--- config.mk ---
export PLATFORM = sky130hd
export DESIGN_NAME = programmable_byte_transform_chain
export DESIGN_NICKNAME = d
export VERILOG_FILES = /design/src/rtl/pbtc_pkg.sv /design/src/rtl/pbtc_alu.sv /design/src/rtl/programmable_byte_transform_chain.sv
export SDC_FILE = /design/constraint.sdc
export NUM_CORES = 1
export LEC_CHECK = 0
export BUFFER_PORTS_ARGS = -buffer_cell sky130_fd_sc_hd__clkbuf_2
export CAP_MARGIN = 20
export CORE_ASPECT_RATIO = 0.8
export CORE_MARGIN = 10
export CORE_UTILIZATION = 67
export CTS_BUF_LIST = sky130_fd_sc_hd__clkbuf_4 sky130_fd_sc_hd__clkbuf_8
export DETAILED_ROUTE_END_ITERATION = 16
export GPL_ROUTABILITY_DRIVEN = 0
export GPL_TIMING_DRIVEN = 0
export PLACE_DENSITY = 0.84
export SLEW_MARGIN = 20
export SYNTH_ARGS = -nofsm -noshare
export SYNTH_HDL_FRONTEND = slang
export SYNTH_SLANG_ARGS = --single-unit
--- constraint.sdc ---
create_clock -name clock -period 7.23 [get_ports clock]
set_input_delay 0.3615 -clock clock [delete_from_list [all_inputs] [get_ports clock]]
set_output_delay 0.3615 -clock clock [all_outputs]
set_load 0.05 [all_outputs]
--- src/rtl/pbtc_pkg.sv ---
// Shared types and constants for the programmable byte transform chain.
package pbtc_pkg;

   typedef enum logic [3:0] {
      OP_NONE   = 4'd0,
      OP_INC    = 4'd1,
      OP_DEC    = 4'd2,
      OP_ADD    = 4'd3,
      OP_SUB    = 4'd4,
      OP_ADDCNT = 4'd5,
      OP_SUBCNT = 4'd6,
      OP_XOR    = 4'd7,
      OP_ROR    = 4'd8,
      OP_ROL    = 4'd9
   } op_type;

   typedef enum logic [1:0] {
      ST_IDLE,
      ST_PRIME,
      ST_RUN,
      ST_DONE
   } state_type;

   localparam int unsigned CSR_INDEX_W = 2;
   localparam logic [CSR_INDEX_W-1:0] CSR_DECODE_MODE    = 2'd0;
   localparam logic [CSR_INDEX_W-1:0] CSR_PROGRAM_LENGTH = 2'd1;
   localparam logic [CSR_INDEX_W-1:0] CSR_START_COUNT    = 2'd2;

   localparam logic REQ_STEP_WRITE = 1'b0;
   localparam logic REQ_TRANSFORM  = 1'b1;

endpackage

--- src/rtl/pbtc_alu.sv ---
// Shared byte unit that applies one program step, or its inverse, to a byte.
module pbtc_alu
   import pbtc_pkg::*;
(
   input  logic [3:0] step_op,
   input  logic [7:0] step_data,
   input  logic       inverse,
   input  logic [7:0] value,
   input  logic [7:0] count,
   output logic [7:0] result
);

   op_type      op;
   op_type      op_eff;
   logic [15:0] ror_wide;
   logic [15:0] rol_wide;

   assign op       = op_type'(step_op);
   assign ror_wide = {value, value} >> step_data[2:0];
   assign rol_wide = {value, value} << step_data[2:0];

   always_comb begin
      op_eff = op;
      if (inverse) begin
         unique case (op)
            OP_INC:    op_eff = OP_DEC;
            OP_DEC:    op_eff = OP_INC;
            OP_ADD:    op_eff = OP_SUB;
            OP_SUB:    op_eff = OP_ADD;
            OP_ADDCNT: op_eff = OP_SUBCNT;
            OP_SUBCNT: op_eff = OP_ADDCNT;
            OP_ROR:    op_eff = OP_ROL;
            OP_ROL:    op_eff = OP_ROR;
            default:   op_eff = op;
         endcase
      end
   end

   always_comb begin
      unique case (op_eff)
         OP_INC:    result = value + 8'd1;
         OP_DEC:    result = value - 8'd1;
         OP_ADD:    result = value + step_data;
         OP_SUB:    result = value - step_data;
         OP_ADDCNT: result = value + count;
         OP_SUBCNT: result = value - count;
         OP_XOR:    result = value ^ step_data;
         OP_ROR:    result = ror_wide[7:0];
         OP_ROL:    result = rol_wide[15:8];
         default:   result = value;
      endcase
   end

endmodule

--- src/rtl/programmable_byte_transform_chain.sv ---
// Top level of the programmable byte transform chain.
//
// Usage: the req_ stream carries two kinds of transaction, chosen by
// req_tuser. A step write (req_tuser = 0) stores one op and data byte in the
// program memory as it is accepted and returns nothing. A transform
// (req_tuser = 1) runs one byte through the program and returns one byte on
// the rsp_ stream. The csr_ port sets decode mode, program length and the
// counter reload value; write it only while the block is idle.
// A transform of a program of L steps (L clamped to PROGRAM_DEPTH) holds
// req_tready low until its result is taken: when L > 0, a memory read in
// ST_PRIME, then one step per cycle through the shared byte unit in ST_RUN,
// then the result in ST_DONE; when L = 0, ST_DONE only. Every step of every
// byte goes through that one byte unit.
// The result stays on rsp_tdata with rsp_tvalid high until rsp_tready is
// seen; no new transaction is taken meanwhile.
// Reset clears the sequencer, the counter and the CSRs; program memory
// content is undefined until written.
module programmable_byte_transform_chain
   import pbtc_pkg::*;
#(
   parameter int unsigned PROGRAM_DEPTH = 64
)
(
   input  logic                   clock,
   input  logic                   reset,
   input  logic                   req_tvalid,
   output logic                   req_tready,
   // step_index[5:0], step_op[9:6], step_data[17:10], data_byte[25:18],
   // restart[26], zero[31:27]
   input  logic [31:0]            req_tdata,
   // req_type[0]
   input  logic                   req_tuser,
   output logic                   rsp_tvalid,
   input  logic                   rsp_tready,
   // out_byte[7:0]
   output logic [7:0]             rsp_tdata,
   input  logic                   csr_valid,
   output logic                   csr_ready,
   input  logic [CSR_INDEX_W-1:0] csr_index,
   input  logic [7:0]             csr_data
);

   localparam int unsigned AW = (PROGRAM_DEPTH > 1) ? $clog2(PROGRAM_DEPTH) : 1;
   localparam int unsigned LW = $clog2(PROGRAM_DEPTH + 1);
   localparam int unsigned CW = (LW > 7) ? LW : 7;
   localparam logic [AW-1:0] LastAddr = AW'(PROGRAM_DEPTH - 1);

   logic [5:0]  step_index;
   logic [3:0]  step_op;
   logic [7:0]  step_data;
   logic [7:0]  data_byte;
   logic        restart;

   assign step_index = req_tdata[5:0];
   assign step_op    = req_tdata[9:6];
   assign step_data  = req_tdata[17:10];
   assign data_byte  = req_tdata[25:18];
   assign restart    = req_tdata[26];

   state_type   state_ff, state_in;
   logic        decode_mode_ff;
   logic [6:0]  program_length_ff;
   logic [7:0]  start_count_ff;
   logic [7:0]  count_ff, count_in;
   logic [7:0]  value_ff, value_in;
   logic [AW-1:0] addr_ff, addr_in;
   logic [LW-1:0] remain_ff, remain_in;
   logic [11:0] rd_ff;
   logic [11:0] mem [PROGRAM_DEPTH];

   logic        req_fire;
   logic        rsp_fire;
   logic        mem_we;
   logic [8:0]  index_ext;
   logic [CW-1:0] len_wide;
   logic [LW-1:0] len_eff;
   logic [LW-1:0] len_last;
   logic [AW-1:0] addr_next;
   logic [7:0]  alu_result;

   assign csr_ready = 1'b1;
   assign req_fire  = req_tvalid && req_tready;
   assign rsp_fire  = rsp_tvalid && rsp_tready;
   assign index_ext = {3'd0, step_index};
   assign mem_we    = req_fire && (req_tuser == REQ_STEP_WRITE)
                      && (index_ext < 9'(PROGRAM_DEPTH));

   assign len_wide = (CW'(program_length_ff) > CW'(PROGRAM_DEPTH))
                     ? CW'(PROGRAM_DEPTH) : CW'(program_length_ff);
   assign len_eff  = len_wide[LW-1:0];
   assign len_last = len_eff - LW'(1);

   always_comb begin
      if (decode_mode_ff) begin
         addr_next = (addr_ff == LastAddr) ? '0 : addr_ff + AW'(1);
      end else begin
         addr_next = (addr_ff == '0) ? LastAddr : addr_ff - AW'(1);
      end
   end

   pbtc_alu u_alu (
      .step_op   (rd_ff[11:8]),
      .step_data (rd_ff[7:0]),
      .inverse   (decode_mode_ff),
      .value     (value_ff),
      .count     (count_ff),
      .result    (alu_result)
   );

   always_comb begin
      state_in = state_ff;
      unique case (state_ff)
         ST_IDLE: begin
            if (req_fire && (req_tuser == REQ_TRANSFORM)) begin
               state_in = (len_eff == '0) ? ST_DONE : ST_PRIME;
            end
         end
         ST_PRIME: state_in = ST_RUN;
         ST_RUN: begin
            if (remain_ff == LW'(1)) begin
               state_in = ST_DONE;
            end
         end
         ST_DONE: begin
            if (rsp_fire) begin
               state_in = ST_IDLE;
            end
         end
         default: state_in = ST_IDLE;
      endcase
   end

   always_comb begin
      req_tready = (state_ff == ST_IDLE);
      rsp_tvalid = (state_ff == ST_DONE);
      rsp_tdata  = value_ff;
      value_in   = value_ff;
      addr_in    = addr_ff;
      remain_in  = remain_ff;
      count_in   = count_ff;
      unique case (state_ff)
         ST_IDLE: begin
            if (req_fire && (req_tuser == REQ_TRANSFORM)) begin
               value_in  = data_byte;
               remain_in = len_eff;
               addr_in   = decode_mode_ff ? '0 : len_last[AW-1:0];
               if (restart) begin
                  count_in = start_count_ff;
               end
            end
         end
         ST_PRIME: addr_in = addr_next;
         ST_RUN: begin
            value_in  = alu_result;
            remain_in = remain_ff - LW'(1);
            addr_in   = addr_next;
         end
         ST_DONE: begin
            if (rsp_fire) begin
               count_in = count_ff - 8'd1;
            end
         end
         default: value_in = value_ff;
      endcase
   end

   always_ff @(posedge clock) begin
      if (reset) begin
         state_ff          <= ST_IDLE;
         count_ff          <= '0;
         decode_mode_ff    <= 1'b0;
         program_length_ff <= '0;
         start_count_ff    <= '0;
      end else begin
         state_ff <= state_in;
         count_ff <= count_in;
         if (csr_valid && csr_ready) begin
            unique case (csr_index)
               CSR_DECODE_MODE:    decode_mode_ff    <= csr_data[0];
               CSR_PROGRAM_LENGTH: program_length_ff <= csr_data[6:0];
               CSR_START_COUNT:    start_count_ff    <= csr_data;
               default:            start_count_ff    <= start_count_ff;
            endcase
         end
      end
   end

   always_ff @(posedge clock) begin
      value_ff  <= value_in;
      addr_ff   <= addr_in;
      remain_ff <= remain_in;
   end

   always_ff @(posedge clock) begin
      if (mem_we) begin
         mem[index_ext[AW-1:0]] <= {step_op, step_data};
      end
      rd_ff <= mem[addr_ff];
   end

endmodule
Word level (Yosys, flattened, before mapping)
Memory sizes are Yosys's and may differ from the RTL's. A register that Yosys moved wholly into a read port is not among the register bits.
Cells that the tools add are included.
Widths: inputs -> output; s select.
{ "totals": {"reg_bits": 47, "ram_bits": 768, "output_inout_bits": 11, "word_cells": 101, "n_memories": 1} }
{ "classes": {"addsub": 11, "n_lt_le_gt_ge": 2, "n_eq_ne": 29, "n_shift": 2, "n_mux": 25, "bitwise_logic": 2, "n_reduce_logical": 21} }
{ "memory_table": {"columns": ["memory", "depth", "width", "read_ports", "rd_ports_with_merged_regs", "write_ports", "line", "source"], "rows": [
  ["mem", 64, 12, 1, 1, 1, "programmable_byte_transform_chain.sv:69", "logic [11:0] mem [PROGRAM_DEPTH];"]
]} }
{ "ops": {"columns": ["cell", "n"], "rows": [
  ["$pmux 8 s9", 1],
  ["$mux 8", 4],
  ["$pmux 4 s8", 1],
  ["$pmux 8 s2", 2],
  ["$mux 6", 5],
  ["$eq 4x3->1 const B", 7],
  ["$add 8x8->8", 2],
  ["$eq 4x2->1 const B", 4],
  ["$eq 4x4->1 const B", 4],
  ["$shl 16x3->16", 1],
  ["$shr 16x3->8", 1],
  ["$sub 8x1->8 const B", 2],
  ["$sub 8x8->8", 2],
  ["$mux 7", 2],
  ["$pmux 7 s2", 1],
  ["$pmux 6 s2", 1],
  ["$sub 6x1->6 const B", 2],
  ["$ne 10x1->1 const B", 1],
  ["$reduce_and 2->1", 5],
  ["$add 8x1->8 const B", 1],
  ["$eq 4x1->1 const B", 2],
  ["$mux 2", 4],
  ["$pmux 2 s4", 1],
  ["$xor 8x8->8", 1],
  ["other kinds (21)", 35]
]} }

Depth between registers and ports, before layout
{ "logic_depth": {"word_depth": 6, "mapped_depth": 15, "ltp_nobuf": 14} }

By module
Synthesis repeated with hierarchy kept, for this count alone.
{ "hier_totals": {"cells_unflattened": 1953, "area_unflattened_um2": 34399.2} }
{ "by_module_without_submodules": {"columns": ["mod", "instances", "cells_per_inst", "area_per_inst_um2"], "rows": [
  ["programmable_byte_transform_chain", 1, 1717, 32602.5],
  ["pbtc_alu", 1, 236, 1796.7]
]} }

Worst setup path before layout
Ideal clock, no wire load.
{ "synth_path": {"path_type": "register -> register", "from": "reg rd_ff[9] (read register of mem)", "to": "reg value_ff[7] (netlist: rsp_tdata[7]) (data pin)", "arrival_time_ps": 3249, "required_time_ps": 6973, "slack_ps": 3724, "stages_incl_launch_ff": 14, "path_buffers": 1, "path_cell_list": "dfxtp_1 > clkbuf_1 > or3b_2 > a21oi_1 > a221o_1 > a221o_1 > inv_1 > ha_1 > nor2b_1 > o21ai_0 > a21oi_1 > o41ai_1 > xnor3_1 > a32o_1"} }
{ "synth_between": {"elab_chain_len": 6, "word_cells_on_any_way": 21, "classes_between": "eq/ne: 17; mux: 4"} }
{ "synth_rtl": {"columns": ["element", "line", "source"], "rows": [
  ["start, declared", "programmable_byte_transform_chain.sv:68", "logic [11:0] rd_ff;"],
  ["$eq 4x4->1 (tied with other cells)", "pbtc_alu.sv:25", "unique case (op)"],
  ["$pmux 4 s8", "pbtc_alu.sv:25", null],
  ["$mux 4 *", "pbtc_alu.sv:24", "if (inverse) begin"],
  ["$eq 4x4->1 (tied with other cells)", "pbtc_alu.sv:40", "unique case (op_eff)"],
  ["$pmux 8 s9 *", "pbtc_alu.sv:40", null],
  ["$pmux 8 s2 *", "programmable_byte_transform_chain.sv:141", "unique case (state_ff)"],
  ["named net value_in[7]", "programmable_byte_transform_chain.sv:65", "logic [7:0] value_ff, value_in;"],
  ["end signal, assigned", "programmable_byte_transform_chain.sv:189", "value_ff <= value_in;"],
  ["end, declared", "programmable_byte_transform_chain.sv:65", null]
]} }
The timed path passes the listed nets; every way through them passes the cells marked *.
A chain may end at the register's enable or synchronous reset.

Final worst setup path
Ends and elaborated chain as after synthesis.

==> impl_metrics.csv <==
group,metric,value,unit
yosys,ys_ff_latch,827,
critical_path,setup.worst_path.end_class,"register",
yosys,synth_area_per_cell,19.6,um^2
critical_path,cp.required,7.71,ns
detailed_routing,drt_iter0_drc,2784,
critical_path,cpMaxStageDelayCell,"or3b_2",
detailed_routing,vias,18731,
placed_design,port_buffers,48,
floorplan,die_area,0.0600,mm^2
critical_path,worst_path_largest_cell_delay,0.49,ns
critical_path,critical_path_class,"register to register",
clock_tree,path_clk_slew,0.07,ns
timing,period_needed,4.18,ns
yosys,post-synth-top-count-cell,"edfxtp_1",
yosys,yosys-top-cells-area,"edfxtp_1 70%, mux4_2 16%, dfxtp_1 2.2%",
grt,grt_pass1_vias,18702,
timing,max_slew_margin,19.7,%
placed_design,dp_cells,2458,
timing,fmax,240,MHz
power_and_ir_drop,leakage,12.3,nW
clock_tree,clock_latency,0.73,ns
critical_path,cp_data_arrival_time,4.66,ns
grt,grt_pass1_wl,124,mm
clock_tree,cts_root_buf,"clkbuf_8",
final_layout,layout.cells.non_filler,2700,
final_layout,drive_gt1_share,30.4,%
detailed_routing,ant_nets,0,
timing,tns,0,ns
timing,setup_violations,0,
final_layout,fin_nets,1989,
grt,grt_max_degree,65,
min_path,hold_class,"primary input to register",
floorplan,coreArea,0.0499,mm^2
yosys,yosysTopAreaCellShare,69.9,%
detailed_routing,post_drt_wl_per_cell,31.3,um
detailed_routing,avgViaCountPerCell,6.94,
detailed_routing,wirelength,84.6,mm
floorplan,io_pins,59,
yosys,ys_seq_area_share,72.2,%
detailed_routing,drt_pass1_iterations,6,
floorplan,num_rows,73,
clock_tree,htreeDepth,3,
detailed_routing,drc,0,
final_layout,area_growth_syn_to_layout,11.6,%
timing,post-route-period-util,57.7,%
final_layout,regArea,0.0245,mm^2
placed_design,hpwl,55.3,mm
critical_path,crit_start,"rd_ff[9]$_DFF_P_",
critical_path,path_delay_family,"compound AO/OA/AOI/OAI gates",
run_status,status,"finished, final reports clean",
final_layout,fillers,2622,
run,cap_violations,0,
timing,hold_violations,0,
final_layout,multiInputGateArea,0.00908,mm^2
yosys,yosysWarnings,0,
clock_tree,cts_tree,"done",
timing,drv_slew,0,
yosys,netlist_top_cells_count,"789 x edfxtp_1, 245 x mux4_2, 150 x nor2_1",
floorplan,die_w,271,um
yosys,synth_fp_nets,1792,
timing,rsz0062_at_grt,"no",
yosys,synth.largest_area_cell,"edfxtp_1",
grt,grt_use_total,28.3,%
floorplan,die_h,221,um
grt,antenna_found_initial,2,
critical_path,rrSetupSlack,3.05,ns
power_and_ir_drop,powerDensity,374,mW/mm^2
grt,overflow,0,
yosys,netlist_area,0.0339,mm^2
yosys,synth_edf_count,789,
critical_path,worst-path-max-fanout,10,
min_path,hp-start,"csr_index[0]",
critical_path,crit_chain,"clkbuf_1 > or3b_2 > a21oi_1 > a221o_1 > a221o_1 > inv_1 > ha_1 > nor2b_1 > o21ai_0 > a21oi_1 > o41ai_1 > xnor3_1 > a32o_1",
timing,hold_ws,0.0737,ns
timing,worstMarginPinSlew,1.20,ns
clock_tree,clock_path_buffers,3,
yosys,synth_cells,1724,
yosys,synthArstFlopShare,0,%
timing,finalClockSkew,0.0406,ns
clock_tree,clock-sinks,827,
critical_path,start_kind,"register",
critical_path,reg2reg_from,"rd_ff[9]$_DFF_P_",
critical_path,worst-path-buf-inv,2,
floorplan,start_util,67.9,%
clock_tree,cts_buffers,117,
power_and_ir_drop,ir_drop,0.218,mV
yosys,ys_types,62,
yosys,ys_dominant_reg_cell,"edfxtp_1",
==> per-layer routing <==
layer	vias to the layer above	wire [um]	track usage, %
li1	7495	-	-
met1	9495	29700	39.2
met2	1523	38900	42.3
met3	218	13000	9.69
met4	0	2990	9.52
met5	-	0	0
==> sequential cells by signal (all words and copies together) (netlist names) <==
signal,cells
state_ff,2
program_length_ff,7
mem,768
start_count_ff,8
count_ff,8
remain_ff,7
rsp_tdata,8
addr_ff,6
rd_ff,12
decode_mode_ff,1
==> tightest hold or removal path: stages <==
cell and delay, ns:
clkbuf_2 0.10, nor3b_1 0.06, mux2i_1 0.13, nor2_1 0.11
==> final timing paths <==
check,to,cells after the start
worst max-delay path,rsp_tdata[7]$_DFFE_PP_,13
worst min-delay path,decode_mode_ff$_SDFFE_PP0P_,4
worst max register to register,rsp_tdata[7]$_DFFE_PP_,13
worst min register to register,start_count_ff[1]$_SDFFE_PP0P_,2
==> area by class of cell <==
cell class	count	share of cell area (%)
diodes	2	0.0132
plain buffers	96	1.13
clock buffers	157	5.10
clock inverters	64	1.10
inverters	20	0.199
multi-input cells	781	24.0
flip-flops and latches	827	64.7
well taps	675	2.23
repair buffers	78	1.55
==> per-stage QoR <==
stage / utilization, % / area [um^2] / power [W] / worst slack [ns]
finish: 75.8 / 37800 / 0.0141 / 3.05
CTS: 75.7 / 37700 / 0.0140 / 3.11
global placement: 70.1 / 35000 / 0.0102 / 3.23
global route: 75.8 / 37800 / 0.0146 / 2.86
detailed placement: 70.6 / 35200 / 0.0104 / 3.14
floorplan: - / 33900 / 0.00887 / 3.72
==> report_power, final <==
part | total (W) | switching, W | internal (W)
Sequential | 0.00553 | 0.000135 | 0.00540
Combinational | 0.00496 | 0.00281 | 0.00215
Clock | 0.00365 | 0.00173 | 0.00191
Total | 0.0141 | 0.00468 | 0.00946
==> kinds of logic (layout without fill, tap and decap cells) <==
family,after synthesis,count (layout),synth area share (%)
flops,827,827,72.2
mux,318,318,18.5
simple gates,279,279,3.73
compound gates,138,138,2.63
buf+inv,116,415,1.47
xor+xnor,25,25,0.687
fa+ha+maj,20,20,0.761
other cells,1,3,0.0111
==> layout by cell type (no fill, tap or decap), types with 21 or more instances in the layout <==
cell type,count
edfxtp_1,789
mux4_2,245
clkbuf_8,120
nor2_1,89
nor2_2,61
clkbuf_1,51
mux2i_1,51
nand2_1,42
a21oi_1,42
clkbuf_4,40
clkbuf_2,39
dfxtp_1,38
clkinv_1,35
o21ai_0,26
buf_2,25
mux2_2,22
clkinv_2,21
==> what timing repair did <==
item,4_1_cts,5_1_grt
resized for setup,0,0
buffers inserted,0,0
hold buffers,18,0
endpoints found under the hold margin,28,0
Power figures use the tool's default switching activity.
